**src/sv/crc8sfr_pkg.sv**
```systemverilog
package crc8sfr_pkg;

  // Largest payload the block is built for; the limit in force never exceeds it.
  localparam int unsigned MAX_PAYLOAD = 64;
  localparam logic [6:0]  LEN_CAP     = (MAX_PAYLOAD > 127) ? 7'd127 : 7'(MAX_PAYLOAD);

  localparam int unsigned ADDR_W = 2;
  localparam int unsigned DATA_W = 32;
  localparam logic [ADDR_W-1:0] ADDR_MAX_LENGTH = '0;
  localparam logic [6:0] MAX_LENGTH_RST = 7'd64;

  localparam logic [7:0] CRC_POLY = 8'h8C;
  localparam logic [7:0] HDR0     = 8'h55;
  localparam logic [7:0] HDR1     = 8'hAA;
  localparam logic [7:0] END0     = 8'h0D;
  localparam logic [7:0] END1     = 8'h0A;

  localparam logic KIND_DATA   = 1'b0;
  localparam logic KIND_STATUS = 1'b1;

  localparam logic [2:0] ST_OK       = 3'd0;
  localparam logic [2:0] ST_CRC_ERR  = 3'd1;
  localparam logic [2:0] ST_BAD_END  = 3'd2;
  localparam logic [2:0] ST_UNKNOWN  = 3'd3;
  localparam logic [2:0] ST_TOO_LONG = 3'd4;

  localparam logic [15:0] CMD_CODES [8] = '{
    16'd23130, 16'd23125, 16'd23210, 16'd23205,
    16'd42330, 16'd42325, 16'd42410, 16'd42405
  };

  // One byte held in the input register.
  typedef struct packed {
    logic       valid;
    logic [7:0] data;
  } stage_t;

  typedef struct packed {
    logic       known;
    logic [2:0] cls;
  } class_t;

  // Reflected CRC-8 update over one byte, LSB first.
  function automatic logic [7:0] crc8_step(input logic [7:0] crc, input logic [7:0] b);
    logic [7:0] c;
    c = crc ^ b;
    for (int k = 0; k < 8; k++) begin
      if (c[0]) begin
        c = (c >> 1) ^ CRC_POLY;
      end else begin
        c = c >> 1;
      end
    end
    return c;
  endfunction

  // First matching code wins; an unknown code gives class zero.
  function automatic class_t classify(input logic [15:0] code);
    class_t r;
    r = '0;
    for (int k = 7; k >= 0; k--) begin
      if (CMD_CODES[k] == code) begin
        r.known = 1'b1;
        r.cls   = 3'(k);
      end
    end
    return r;
  endfunction

endpackage

```
**src/sv/crc8sfr_ifs.sv**
```systemverilog
interface crc8sfr_in_if;
  logic       valid;
  logic       ready;
  logic [7:0] rx_byte;

  modport source(output valid, output rx_byte, input ready);
  modport sink(input valid, input rx_byte, output ready);
endinterface

interface crc8sfr_out_if;
  logic       valid;
  logic       ready;
  logic       kind;
  logic [7:0] payload_byte;
  logic [5:0] byte_index;
  logic [2:0] status;
  logic [2:0] command_class;
  logic [6:0] frame_length;

  modport source(output valid, output kind, output payload_byte, output byte_index,
                 output status, output command_class, output frame_length, input ready);
  modport sink(input valid, input kind, input payload_byte, input byte_index,
               input status, input command_class, input frame_length, output ready);
endinterface

```
**src/sv/crc8sfr_cfg.sv**
```systemverilog
module crc8sfr_cfg (
  input  logic                          clk_i,
  input  logic                          rst_ni,
  input  logic                          psel,
  input  logic                          penable,
  input  logic                          pwrite,
  input  logic [crc8sfr_pkg::ADDR_W-1:0] paddr,
  input  logic [crc8sfr_pkg::DATA_W-1:0] pwdata,
  output logic [crc8sfr_pkg::DATA_W-1:0] prdata,
  output logic                          pready,
  output logic [6:0]                    max_length_o
);
  import crc8sfr_pkg::*;

  logic [6:0] max_length_q;
  logic       wr_en;

  assign pready = 1'b1;
  assign wr_en  = psel && penable && pwrite && pready && (paddr == ADDR_MAX_LENGTH);

  always_ff @(posedge clk_i or negedge rst_ni) begin
    if (!rst_ni) begin
      max_length_q <= MAX_LENGTH_RST;
    end else if (wr_en) begin
      max_length_q <= pwdata[6:0];
    end
  end

  always_comb begin
    prdata = '0;
    if (paddr == ADDR_MAX_LENGTH) begin
      prdata = {{(DATA_W-7){1'b0}}, max_length_q};
    end
  end

  assign max_length_o = max_length_q;

endmodule

```
**src/sv/crc8sfr_in_stage.sv**
```systemverilog
module crc8sfr_in_stage (
  input  logic                clk_i,
  input  logic                rst_ni,
  crc8sfr_in_if.sink          rx_i,
  input  logic                take_i,
  output crc8sfr_pkg::stage_t stage_o
);
  import crc8sfr_pkg::*;

  logic       valid_q;
  logic [7:0] data_q;
  logic       load;

  // The register can refill in the same cycle that its byte moves on.
  assign rx_i.ready = !valid_q || take_i;
  assign load       = rx_i.valid && rx_i.ready;

  always_ff @(posedge clk_i or negedge rst_ni) begin
    if (!rst_ni) begin
      valid_q <= 1'b0;
      data_q  <= '0;
    end else begin
      if (load) begin
        valid_q <= 1'b1;
        data_q  <= rx_i.rx_byte;
      end else if (take_i) begin
        valid_q <= 1'b0;
      end
    end
  end

  assign stage_o.valid = valid_q;
  assign stage_o.data  = data_q;

endmodule

```
**src/sv/crc8sfr_deframer.sv**
```systemverilog
module crc8sfr_deframer (
  input  logic                clk_i,
  input  logic                rst_ni,
  input  crc8sfr_pkg::stage_t stage_i,
  input  logic [6:0]          max_length_i,
  output logic                take_o,
  crc8sfr_out_if.source       res_o
);
  import crc8sfr_pkg::*;

  typedef enum logic [3:0] {
    PH_HUNT0, PH_HUNT1, PH_CMDLO, PH_CMDHI, PH_LEN,
    PH_DATA, PH_CRC, PH_END0, PH_END1
  } phase_e;

  phase_e      phase_q, phase_d;
  logic [7:0]  crc_q, crc_d;
  logic [15:0] cmd_q, cmd_d;
  logic [6:0]  len_q, len_d;
  logic [6:0]  cnt_q, cnt_d;
  logic [7:0]  rcrc_q, rcrc_d;
  logic        end0_ok_q, end0_ok_d;

  logic        ov_q;
  logic        kind_q, kind_d;
  logic [7:0]  pb_q, pb_d;
  logic [5:0]  idx_q, idx_d;
  logic [2:0]  st_q, st_d;
  logic [2:0]  cls_q, cls_d;
  logic [6:0]  flen_q, flen_d;
  logic        has_res;

  logic [7:0]  b;
  logic [7:0]  crc_b;
  logic [6:0]  limit;
  logic [6:0]  len_sat;
  logic [6:0]  cnt_inc;
  class_t      cmd_cls;

  assign take_o  = stage_i.valid && (!ov_q || res_o.ready);
  assign b       = stage_i.data;
  assign crc_b   = crc8_step(crc_q, b);
  assign limit   = (max_length_i > LEN_CAP) ? LEN_CAP : max_length_i;
  assign len_sat = b[7] ? 7'd127 : b[6:0];
  assign cnt_inc = cnt_q + 7'd1;
  assign cmd_cls = classify(cmd_q);

  always_comb begin
    phase_d   = phase_q;
    crc_d     = crc_q;
    cmd_d     = cmd_q;
    len_d     = len_q;
    cnt_d     = cnt_q;
    rcrc_d    = rcrc_q;
    end0_ok_d = end0_ok_q;
    has_res   = 1'b0;
    kind_d    = KIND_DATA;
    pb_d      = '0;
    idx_d     = '0;
    st_d      = ST_OK;
    cls_d     = '0;
    flen_d    = len_q;
    case (phase_q)
      PH_HUNT1: begin
        if (b == HDR1) begin
          crc_d   = crc_b;
          phase_d = PH_CMDLO;
        end else if (b == HDR0) begin
          crc_d = crc8_step(8'h00, b);
        end else begin
          phase_d = PH_HUNT0;
        end
      end
      PH_CMDLO: begin
        crc_d   = crc_b;
        cmd_d   = {8'h00, b};
        phase_d = PH_CMDHI;
      end
      PH_CMDHI: begin
        crc_d   = crc_b;
        cmd_d   = {b, cmd_q[7:0]};
        phase_d = PH_LEN;
      end
      PH_LEN: begin
        crc_d = crc_b;
        len_d = len_sat;
        cnt_d = '0;
        if (b > {1'b0, limit}) begin
          has_res = 1'b1;
          kind_d  = KIND_STATUS;
          st_d    = ST_TOO_LONG;
          cls_d   = cmd_cls.cls;
          flen_d  = len_sat;
          phase_d = PH_HUNT0;
        end else begin
          phase_d = (len_sat == 7'd0) ? PH_CRC : PH_DATA;
        end
      end
      PH_DATA: begin
        crc_d   = crc_b;
        has_res = 1'b1;
        pb_d    = b;
        idx_d   = cnt_q[5:0];
        cnt_d   = cnt_inc;
        if (cnt_inc >= len_q) begin
          phase_d = PH_CRC;
        end
      end
      PH_CRC: begin
        rcrc_d  = b;
        phase_d = PH_END0;
      end
      PH_END0: begin
        end0_ok_d = (b == END0);
        phase_d   = PH_END1;
      end
      PH_END1: begin
        has_res = 1'b1;
        kind_d  = KIND_STATUS;
        cls_d   = cmd_cls.cls;
        if (!cmd_cls.known) begin
          st_d = ST_UNKNOWN;
        end else if (!end0_ok_q || (b != END1)) begin
          st_d = ST_BAD_END;
        end else if (rcrc_q != crc_q) begin
          st_d = ST_CRC_ERR;
        end else begin
          st_d = ST_OK;
        end
        phase_d = PH_HUNT0;
      end
      default: begin
        phase_d = PH_HUNT0;
        if (b == HDR0) begin
          crc_d   = crc8_step(8'h00, b);
          phase_d = PH_HUNT1;
        end
      end
    endcase
  end

  always_ff @(posedge clk_i or negedge rst_ni) begin
    if (!rst_ni) begin
      phase_q   <= PH_HUNT0;
      crc_q     <= '0;
      cmd_q     <= '0;
      len_q     <= '0;
      cnt_q     <= '0;
      rcrc_q    <= '0;
      end0_ok_q <= 1'b0;
      ov_q      <= 1'b0;
      kind_q    <= KIND_DATA;
      pb_q      <= '0;
      idx_q     <= '0;
      st_q      <= ST_OK;
      cls_q     <= '0;
      flen_q    <= '0;
    end else begin
      if (take_o) begin
        phase_q   <= phase_d;
        crc_q     <= crc_d;
        cmd_q     <= cmd_d;
        len_q     <= len_d;
        cnt_q     <= cnt_d;
        rcrc_q    <= rcrc_d;
        end0_ok_q <= end0_ok_d;
        ov_q      <= has_res;
        if (has_res) begin
          kind_q <= kind_d;
          pb_q   <= pb_d;
          idx_q  <= idx_d;
          st_q   <= st_d;
          cls_q  <= cls_d;
          flen_q <= flen_d;
        end
      end else if (res_o.ready) begin
        ov_q <= 1'b0;
      end
    end
  end

  assign res_o.valid         = ov_q;
  assign res_o.kind          = kind_q;
  assign res_o.payload_byte  = pb_q;
  assign res_o.byte_index    = idx_q;
  assign res_o.status        = st_q;
  assign res_o.command_class = cls_q;
  assign res_o.frame_length  = flen_q;

  // While payload is streaming, the count has not yet reached the length.
  a_data_count: assert property (@(posedge clk_i) disable iff (!rst_ni)
    (phase_q == PH_DATA) |-> (cnt_q < len_q))
    else $error("payload count reached length while still in the data phase");

  // A payload item always lies inside the frame it reports.
  a_index_in_frame: assert property (@(posedge clk_i) disable iff (!rst_ni)
    (ov_q && (kind_q == KIND_DATA)) |-> ({1'b0, idx_q} < flen_q))
    else $error("payload byte index outside the frame length");

  // The second ender byte always closes the frame with a status item.
  a_end_status: assert property (@(posedge clk_i) disable iff (!rst_ni)
    (take_o && (phase_q == PH_END1)) |=>
      ((phase_q == PH_HUNT0) && ov_q && (kind_q == KIND_STATUS)))
    else $error("frame end did not yield a status item");

  // Bytes are never taken in while an untaken result would be overwritten.
  a_no_overwrite: assert property (@(posedge clk_i) disable iff (!rst_ni)
    (ov_q && !res_o.ready) |=> ($stable(st_q) && $stable(pb_q) && ov_q))
    else $error("pending result changed before it was taken");

endmodule

```
**src/sv/crc8_serial_frame_receiver_top.sv**
```systemverilog
// Channel   Dir  Handshake        Payload
// rx_i      in   valid / ready    rx_byte[7:0]
// res_o     out  valid / ready    kind, payload_byte, byte_index, status,
//                                 command_class, frame_length
// APB       in   psel / penable   max_length at byte address 0 (7 bits, reset 64)
//
// A byte is decoded while it sits in the input register, and its result is
// registered onto res_o. The frame decoder with its one-byte CRC update sets
// the rate: one byte per cycle while no result waits on res_o.ready.
// Reset is asynchronous and active low; it returns the decoder to header hunt.
// A result held by res_o.ready low stops the decoder, and rx_i.ready falls as
// soon as the input register holds a byte.
module crc8_serial_frame_receiver_top (
  input  logic                           clk_i,
  input  logic                           rst_ni,
  crc8sfr_in_if.sink                     rx_i,
  crc8sfr_out_if.source                  res_o,
  input  logic                           psel,
  input  logic                           penable,
  input  logic                           pwrite,
  input  logic [crc8sfr_pkg::ADDR_W-1:0] paddr,
  input  logic [crc8sfr_pkg::DATA_W-1:0] pwdata,
  output logic [crc8sfr_pkg::DATA_W-1:0] prdata,
  output logic                           pready
);
  import crc8sfr_pkg::*;

  stage_t     stage;
  logic       take;
  logic [6:0] max_length;

  // Register file: holds the payload length limit.
  crc8sfr_cfg u_cfg (
    .clk_i        (clk_i),
    .rst_ni       (rst_ni),
    .psel         (psel),
    .penable      (penable),
    .pwrite       (pwrite),
    .paddr        (paddr),
    .pwdata       (pwdata),
    .prdata       (prdata),
    .pready       (pready),
    .max_length_o (max_length)
  );

  // Input register: decouples the byte source from the decoder.
  crc8sfr_in_stage u_in (
    .clk_i   (clk_i),
    .rst_ni  (rst_ni),
    .rx_i    (rx_i),
    .take_i  (take),
    .stage_o (stage)
  );

  // Frame decoder: header hunt, CRC, length check and the result register.
  crc8sfr_deframer u_dfr (
    .clk_i        (clk_i),
    .rst_ni       (rst_ni),
    .stage_i      (stage),
    .max_length_i (max_length),
    .take_o       (take),
    .res_o        (res_o)
  );

endmodule
```
**src/flat_wrapper.sv**
```systemverilog
// flat-port wrapper written by rule: the top's interface ports become plain ports
module crc8_serial_frame_receiver_top_flat import crc8sfr_pkg::*;
  (clk_i, rst_ni, psel, penable, pwrite, paddr, pwdata, prdata, pready, rx_i_valid, rx_i_rx_byte, rx_i_ready, res_o_valid, res_o_kind, res_o_payload_byte, res_o_byte_index, res_o_status, res_o_command_class, res_o_frame_length, res_o_ready);
  crc8sfr_in_if rx_i_i ();
  crc8sfr_out_if res_o_i ();
  input  logic clk_i;
  input  logic rst_ni;
  input  logic psel;
  input  logic penable;
  input  logic pwrite;
  input  logic [crc8sfr_pkg::ADDR_W-1:0] paddr;
  input  logic [crc8sfr_pkg::DATA_W-1:0] pwdata;
  output logic [crc8sfr_pkg::DATA_W-1:0] prdata;
  output logic pready;
  input wire logic [$bits(rx_i_i.valid)-1:0] rx_i_valid;
  input wire logic [$bits(rx_i_i.rx_byte)-1:0] rx_i_rx_byte;
  output wire logic [$bits(rx_i_i.ready)-1:0] rx_i_ready;
  output wire logic [$bits(res_o_i.valid)-1:0] res_o_valid;
  output wire logic [$bits(res_o_i.kind)-1:0] res_o_kind;
  output wire logic [$bits(res_o_i.payload_byte)-1:0] res_o_payload_byte;
  output wire logic [$bits(res_o_i.byte_index)-1:0] res_o_byte_index;
  output wire logic [$bits(res_o_i.status)-1:0] res_o_status;
  output wire logic [$bits(res_o_i.command_class)-1:0] res_o_command_class;
  output wire logic [$bits(res_o_i.frame_length)-1:0] res_o_frame_length;
  input wire logic [$bits(res_o_i.ready)-1:0] res_o_ready;
  assign rx_i_i.valid = rx_i_valid;
  assign rx_i_i.rx_byte = rx_i_rx_byte;
  assign rx_i_ready = rx_i_i.ready;
  assign res_o_valid = res_o_i.valid;
  assign res_o_kind = res_o_i.kind;
  assign res_o_payload_byte = res_o_i.payload_byte;
  assign res_o_byte_index = res_o_i.byte_index;
  assign res_o_status = res_o_i.status;
  assign res_o_command_class = res_o_i.command_class;
  assign res_o_frame_length = res_o_i.frame_length;
  assign res_o_i.ready = res_o_ready;
  crc8_serial_frame_receiver_top u_core (.clk_i(clk_i), .rst_ni(rst_ni), .rx_i(rx_i_i), .res_o(res_o_i), .psel(psel), .penable(penable), .pwrite(pwrite), .paddr(paddr), .pwdata(pwdata), .prdata(prdata), .pready(pready));
endmodule
```
**config.mk**
```make
export PLATFORM = sky130hd
export DESIGN_NAME = crc8_serial_frame_receiver_top_flat
export DESIGN_NICKNAME = d
export VERILOG_FILES = /design/src/sv/crc8sfr_pkg.sv /design/src/sv/crc8sfr_ifs.sv /design/src/sv/crc8sfr_cfg.sv /design/src/sv/crc8sfr_in_stage.sv /design/src/sv/crc8sfr_deframer.sv /design/src/sv/crc8_serial_frame_receiver_top.sv /design/src/flat_wrapper.sv
export SDC_FILE = /design/constraint.sdc
export NUM_CORES = 1
export LEC_CHECK = 0
export ABC_AREA = 1
export BUFFER_PORTS_ARGS = -buffer_cell sky130_fd_sc_hd__buf_4
export CAP_MARGIN = 5
export CELL_PAD_IN_SITES_DETAIL_PLACEMENT = 1
export CELL_PAD_IN_SITES_GLOBAL_PLACEMENT = 1
export CORE_MARGIN = 5
export CORE_UTILIZATION = 43
export CTS_CLUSTER_SIZE = 16
export DETAILED_ROUTE_END_ITERATION = 16
export HOLD_SLACK_MARGIN = 0.08
export MAX_ROUTING_LAYER = met4
export PLACE_DENSITY_LB_ADDON = 0.1
export SYNTH_ARGS = -nofsm -noshare
export SYNTH_HDL_FRONTEND = slang
export SYNTH_HIERARCHICAL = 1
export SYNTH_SLANG_ARGS = --single-unit
```
**constraint.sdc**
```tcl
create_clock -name clk_i -period 6.5 [get_ports clk_i]
set_input_delay 0.325 -clock clk_i [delete_from_list [all_inputs] [get_ports clk_i]]
set_output_delay 0.325 -clock clk_i [all_outputs]
set_load 0.1 [all_outputs]
```
==> results of run 1 <==
-- cell usage in the layout, fill, tap and decap left out, types with 14 or more instances in the layout --
master	synthesis	layout
a21oi_1	14	14
buf_4	28	61
conb_1	2	26
dfrtp_1	95	95
ha_1	15	15
inv_1	73	73
nand2_1	260	260
nand3_1	66	66
nor2_1	34	34
o21ai_0	69	69
-- synth_stat cells (2+ instances only) --
library cell  instances
conb_1                2
xnor2_1              12
inv_2                 3
nand4_1              12
buf_2                 5
ha_1                 15
a21oi_1              14
o22ai_1               3
nand2_1             260
nand2_2               4
buf_6                 5
nand3_1              66
nand2_4               3
nand3_2               2
inv_4                 3
xor2_1                8
buf_4                28
a21oi_2               2
inv_1                73
nor3_1               10
dfrtp_1              95
nor2_1               34
o21ai_0              69
nor2_2                8
clkbuf_1              7
-- area by class of cell --
cell class,instances,area [um2]
multi-input combinational,563,2746
tap,176,220.2
sequential,96,2404
timing repair buffer,62,467.9
inverter,81,316.6
clock inverter,5,62.56
fill,1692,6678
clock buffer,11,242.7
-- repair_timing --
item                                   4_1_cts  5_1_grt
hold buffers                                 1        0
endpoints found under the hold margin       31        0
setup endpoints to repair                    0        0
-- state kept, by name, indices dropped and copies added (netlist names), 3 cells and up --
register and count:
u_core/u_dfr/cmd_q 16, u_core/u_dfr/crc_q 8, u_core/u_dfr/rcrc_q 8, u_core/u_dfr/res_o.payload_byte 8, u_core/u_in/data_q 8, u_core/u_cfg/max_length_o 7
u_core/u_dfr/cnt_q 7, u_core/u_dfr/len_q 7, u_core/u_dfr/res_o.frame_length 7, u_core/u_dfr/res_o.byte_index 6, u_core/u_dfr/phase_q 4, u_core/u_dfr/res_o.command_class 3
u_core/u_dfr/res_o.status 3
-- cell families after synthesis --
kind of cell | after synthesis | share of synthesized area
flops | 96 | 0.4207
fa+ha+maj | 15 | 0.03285
xor+xnor | 20 | 0.03066
buf+inv | 128 | 0.1143
compound gates | 95 | 0.08826
simple gates | 407 | 0.3119
other cells | 2 | 0.001315
-- path summary, 6_finish.rpt --
check | startpoint | to | slack [ns] | cells after the start
hold / removal | res_o_ready | u_core/u_dfr/res_o.valid$_DFFE_PN0P_ | 0.18 | 2
setup reg to reg | u_core/u_dfr/cnt_q[0]$_DFFE_PN0P_ | u_core/u_dfr/phase_q[1]$_DFFE_PN0P_ | 3.92 | 15
setup / recovery | u_core/u_dfr/cnt_q[0]$_DFFE_PN0P_ | u_core/u_dfr/phase_q[1]$_DFFE_PN0P_ | 3.92 | 15
max in group asynchronous | rst_ni | u_core/u_dfr/rcrc_q[3]$_DFFE_PN0P_ | 4.85 | 3
hold reg to reg | u_core/u_dfr/res_o.frame_length[4]$_DFFE_PN0P_ | u_core/u_dfr/res_o.frame_length[4]$_DFFE_PN0P_ | 0.49 | 2
min in group asynchronous | rst_ni | u_core/u_dfr/res_o.byte_index[2]$_DFFE_PN0P_ | 0.46 | 2
-- metrics by stage --
stage	cells	setup WS [ns]	hold slack (ns)	power, W	utilization
3_3_place_gp	977	4.010	0.2900	0.002921	0.4677
5_1_grt	994	3.661	0.1821	0.003846	0.4917
6_report	994	3.923	0.1762	0.003552	0.4917
4_1_cts	994	3.927	0.1671	0.003578	0.4917
3_5_place_dp	977	3.961	0.3056	0.003009	0.4677
2_1_floorplan	787	4.311	0.02941	0.002536	-
-- layer usage --
layer  routed length [um]  vias up  global-route usage
li1                     -     2481                   -
met1                 7380     2467              0.2752
met2                 7572      104              0.3486
met3                  594       17             0.02601
met4                  238        0             0.06505
met5                    0        -                   -
-- power by group --
group | switching (W) | total [W] | internal [W]
logic | 0.00139 | 0.00193 | 0.000538
registers | 0.000265 | 0.00107 | 0.000805
clock network | 0.000242 | 0.000554 | 0.000312
total | 0.00190 | 0.00355 | 0.00166
==> results.py, run 1 <==
metrics = {
    "logic_synthesis": {
        "synth_edf_count": 0,
        "syn_inst": 763,
        "synth_area_um2": 5713,
        "syn_avg_cell_area_um2": 7.488,
        "synthArstFlopShare": 1.000,
        "synth_top_area_share": 0.4161,
        "ys_seq_area_frac": 0.4207,
        "synthTopCellsByArea": "dfrtp_1, nand2_1, o21ai_0",
        "synth_ff_type": "dfrtp_1",
        "synth_seq_cells": 96,
        "post-synth-top-area-cell": "dfrtp_1",
        "synth.distinct_cells": 45,
        "yosys_warnings": 6,
    },
    "outcome": {
        "outcome": "completed",
    },
    "layout": {
        "drive_gt1_frac": 0.1333,
        "syn_to_final_growth_pct": 13.07,
        "nets": 877,
        "n_antenna_cell": 0,
        "final_cell_area_um2": 6460,
    },
    "routing": {
        "drtIter0Drc": 270,
        "drc_errors": 0,
        "drt-total-wl_um": 15790,
        "wl_per_cell_um": 15.88,
        "dr.pass1.iters": 4,
        "vias": 5069,
        "viasPerCell": 5.100,
        "antenna_left": 0,
    },
    "die": {
        "num_rows": 42,
        "die_y_um": 125.3,
        "core_area_um2": 13140,
        "die_w_um": 125.3,
        "die-area_um2": 15690,
        "io_pins": 112,
        "start_util": 0.4349,
    },
    "sta": {
        "period_share": 0.3964,
        "finalSetupViolations": 0,
        "max_freq_mhz": 388.1,
        "tns_ns": 0,
        "hold_viol_final": 0,
        "rsz0062_at_grt": "false",
        "worstMarginPinSlew_ns": 0.8224,
        "skew_ns": 0.005155,
        "slew_headroom": 0.4517,
        "finalCriticalPeriod_ns": 2.577,
        "drv_slew": 0,
    },
    "critical_path": {
        "crit_type": "register to register",
        "crit_top_cell": "nand2_1",
        "start_kind": "register",
        "cp.buffers_inverters": 2,
        "cpPeakStageDelay_ns": 0.43,
        "cpLargestDelayFamily": "simple AND/OR/NAND/NOR gates",
        "worstPathCellList": "ha_1, nand3_1, nor2_1, nand2_1, xor2_1, inv_1, ha_1, nand2_1, o21a_1, o211ai_1, nor2_1, nor2_1, inv_1, nand2_1, nand2_1",
        "arrival_ns": 2.82,
        "crit_fanout": 6,
        "slowest_stage": "dfrtp_1",
        "worstPathRequired_ns": 6.74,
        "worst_setup_path_end_kind": "register",
    },
    "place": {
        "dp_hpwl_um": 11970,
        "gp_congestion": 0.8841,
        "port_buffers": 60,
        "placed_cell_area_um2": 6145,
    },
    "clock_network": {
        "tritoncts": "done",
        "ctsResizeCount": 0,
        "clock_latency_ns": 0.35,
        "cts_buffer_depth": 2,
        "cts.clk_slew.worst_paths_ns": 0.07,
        "clock-sinks": 96,
        "cts_setup_buffers": 0,
        "htreeDepth": 3,
        "cts-root-buf": "clkbuf_16",
        "cts_made_buffers": 9,
    },
    "grt": {
        "antenna_found_initial": 0,
        "grt_pass1_wl_um": 26140,
        "overflow": 0,
        "grt_max_degree": 65,
        "grt_pass1_vias": 5271,
        "grt.total_usage": 0.2118,
    },
    "power": {
        "power.density_nw_per_um2": 549.8,
        "worst_ir_drop_vdd_mv": 0.1932,
        "leakage_nw": 3.382,
    },
    "min_path": {
        "hp-class": "input pin to register",
    },
    "run": {
        "drv_cap": 0,
    },
}
Power figures use the tool's default switching activity.
==> run 2: changes to the inputs <==
--- a/config.mk
+++ b/config.mk
@@ -11,7 +11,7 @@
 export CELL_PAD_IN_SITES_DETAIL_PLACEMENT = 1
 export CELL_PAD_IN_SITES_GLOBAL_PLACEMENT = 1
 export CORE_MARGIN = 5
-export CORE_UTILIZATION = 43
+export CORE_UTILIZATION = 40
 export CTS_CLUSTER_SIZE = 16
 export DETAILED_ROUTE_END_ITERATION = 16
 export HOLD_SLACK_MARGIN = 0.08
==> constraint.sdc (replaced) <==
create_clock -name clk_i -period 2.59 [get_ports clk_i]
set_input_delay 0.1295 -clock clk_i [delete_from_list [all_inputs] [get_ports clk_i]]
set_output_delay 0.1295 -clock clk_i [all_outputs]
set_load 0.1 [all_outputs]
==> results.py, run 2 (synthesis results as in run 1) <==
metrics = {
    "critical_path": {
        "crit_fanout": 4,
        "slowest_stage": "dfrtp_1",
        "start_kind": "register",
        "cpPeakStageDelay_ns": 0.38,
        "cp.buffers_inverters": 2,
        "arrival_ns": 2.69,
        "crit_top_cell": "nand2_1",
        "cpLargestDelayFamily": "simple AND/OR/NAND/NOR gates",
        "crit_type": "register to register",
        "worst_setup_path_end_kind": "register",
        "worstPathCellList": "ha_2, nand3_1, nor2_1, nand2_1, xor2_1, inv_1, ha_4, nand2_1, o21a_1, o211ai_1, nor2_1, nor2_2, buf_4, nand2_1, nand2_1",
        "worstPathRequired_ns": 2.87,
    },
    "power": {
        "power_frac_clock": 0.148,
        "pwr-share-seq": 0.275,
        "switching_share": 0.5258,
        "power.density_nw_per_um2": 1349,
        "p_sw_w": 0.004830,
        "p_comb_frac": 0.577,
        "power.internal_w": 0.004357,
        "leakage_nw": 3.552,
        "worst_ir_drop_vdd_mv": 0.6391,
    },
    "grt": {
        "busiest_layer": "met2",
        "grt_pass1_vias": 5497,
        "antenna_found_initial": 0,
        "overflow": 0,
        "grt_pass1_wl_um": 27170,
        "grt_max_degree": 56,
        "grt_use_met3": 0.02968,
        "grt.total_usage": 0.2118,
        "met1_usage": 0.2732,
        "met2_usage": 0.3534,
    },
    "sta": {
        "fin_ws_ns": 0.1834,
        "hold_viol_final": 0,
        "tns_ns": 0,
        "period_share": 0.9292,
        "drv_slew": 0,
        "skew_ns": 0.01152,
        "finalCriticalPeriod_ns": 2.407,
        "worstMarginPinSlew_ns": 0.5527,
        "finalSetupViolations": 0,
        "slew_headroom": 0.6315,
        "max_freq_mhz": 415.5,
    },
    "clock_network": {
        "htreeDepth": 3,
        "tritoncts": "done",
        "cts.clk_slew.worst_paths_ns": 0.07,
        "clock-sinks": 96,
        "cts_made_buffers": 9,
        "cts_buffer_depth": 2,
        "cts-root-buf": "clkbuf_16",
        "clock_latency_ns": 0.35,
    },
    "die": {
        "num_rows": 43,
        "start_util": 0.4100,
        "die-area_um2": 16770,
        "io_pins": 112,
        "core_area_um2": 13930,
        "die_y_um": 129.5,
        "die_w_um": 129.5,
    },
    "layout": {
        "largest_register_ff_count": 16,
        "layout.cells.most_common_list": "nand2_1, dfrtp_1, buf_4, inv_1, o21ai_0",
        "n_antenna_cell": 0,
        "syn_to_final_growth_pct": 19.19,
        "regMostFlops": "u_core/u_dfr/cmd_q",
        "nets": 914,
        "final_common_cell": "nand2_1",
        "drive_gt1_frac": 0.1567,
    },
    "routing": {
        "dr.pass1.iters": 4,
        "drc_errors": 0,
        "antenna_left": 0,
        "vias": 5200,
        "drtIter0Drc": 242,
        "viasPerCell": 5.024,
        "drt-total-wl_um": 16500,
        "wl_per_cell_um": 15.94,
    },
    "place": {
        "dp_hpwl_um": 12510,
        "port_buffers": 60,
        "gp_congestion": 0.8748,
        "pre_cts_ws_ns": 0.08750,
    },
    "run": {
        "drv_cap": 0,
    },
    "outcome": {
        "outcome": "completed",
    },
    "min_path": {
        "hp-class": "input pin to register",
    },
}
-- run 2: cell types whose count changed in the layout (fill, tap and decap cells not counted), moves of 2 or more --
cell and change:
buf_4 +21, ha_1 -2, dlygate4sd3_1 +15, inv_6 -2
-- run 2: worst register-to-register path: stages, from the launching register on --
cell and delay, ns:
dfrtp_1 0.38, ha_2 0.20, nand3_1 0.12, nor2_1 0.13
nand2_1 0.07, xor2_1 0.18, inv_1 0.10, ha_4 0.29
nand2_1 0.08, o21a_1 0.19, o211ai_1 0.09, nor2_1 0.09
nor2_2 0.15, buf_4 0.14, nand2_1 0.06, nand2_1 0.07
-- run 2: final cells by class --
class	count	area, um2
Multi-Input combinational cell	563	2768
Clock buffer	12	246.5
Timing Repair Buffer	99	795.8
Clock inverter	4	53.80
Sequential cell	96	2404
Inverter	81	316.6
Tap cell	180	225.2
Fill cell	1747	7126
-- run 2: worst paths after layout --
path                                                           startpoint                                        endpoint  slack [ns]  depth (start not counted)
setup reg to reg                        u_core/u_dfr/cnt_q[1]$_DFFE_PN0P_             u_core/u_dfr/phase_q[1]$_DFFE_PN0P_        0.18                         15
min in group asynchronous                                          rst_ni    u_core/u_dfr/res_o.byte_index[3]$_DFFE_PN0P_        0.32                          2
setup / recovery                        u_core/u_dfr/cnt_q[1]$_DFFE_PN0P_             u_core/u_dfr/phase_q[1]$_DFFE_PN0P_        0.18                         15
max in group asynchronous                                          rst_ni               u_core/u_dfr/crc_q[1]$_DFFE_PN0P_        1.58                          3
hold / removal                                            rx_i_rx_byte[0]               u_core/u_in/data_q[0]$_DFFE_PN0P_        0.09                          3
hold reg to reg            u_core/u_dfr/res_o.frame_length[5]$_DFFE_PN0P_  u_core/u_dfr/res_o.frame_length[5]$_DFFE_PN0P_        0.49                          2
-- run 2: power by group through the flow --
stage	Clock, W	Combinational (W)	Sequential, W
2_1_floorplan	0	0.00313	0.00323
3_3_place_gp	0	0.00502	0.00252
3_5_place_dp	0	0.00519	0.00256
4_1_cts	0.00139	0.00525	0.00254
5_1_grt	0.00145	0.00585	0.00261
6_report	0.00136	0.00530	0.00253
-- run 2: through the flow --
stage	instance area (um2)	instances	hold slack [ns]	utilization	total power, W
2_1_floorplan	5803	787	-0.1661	-	0.006364
3_3_place_gp	6305	1000	0.1531	0.4525	0.007537
3_5_place_dp	6305	1000	0.1551	0.4525	0.007751
4_1_cts	6765	1032	0.08454	0.4855	0.009172
5_1_grt	6809	1035	0.08133	0.4886	0.009911
6_report	6809	1035	0.08612	0.4886	0.009187
-- run 2: routing by layer --
metal  routed length [um]  up-vias
met5                    0        -
met2                 8139       89
met4                  240        0
li1                     -     2556
met3                  582       18
met1                 7539     2537
-- run 2: repair_timing --
| item | in CTS | in global routing |
|---|---|---|
| setup buffers | 0 | 3 |
| endpoints found under the setup margin | 0 | 4 |
| hold endpoints to repair | 55 | 0 |
| hold buffers | 16 | 0 |
| gates resized for setup | 0 | 4 |
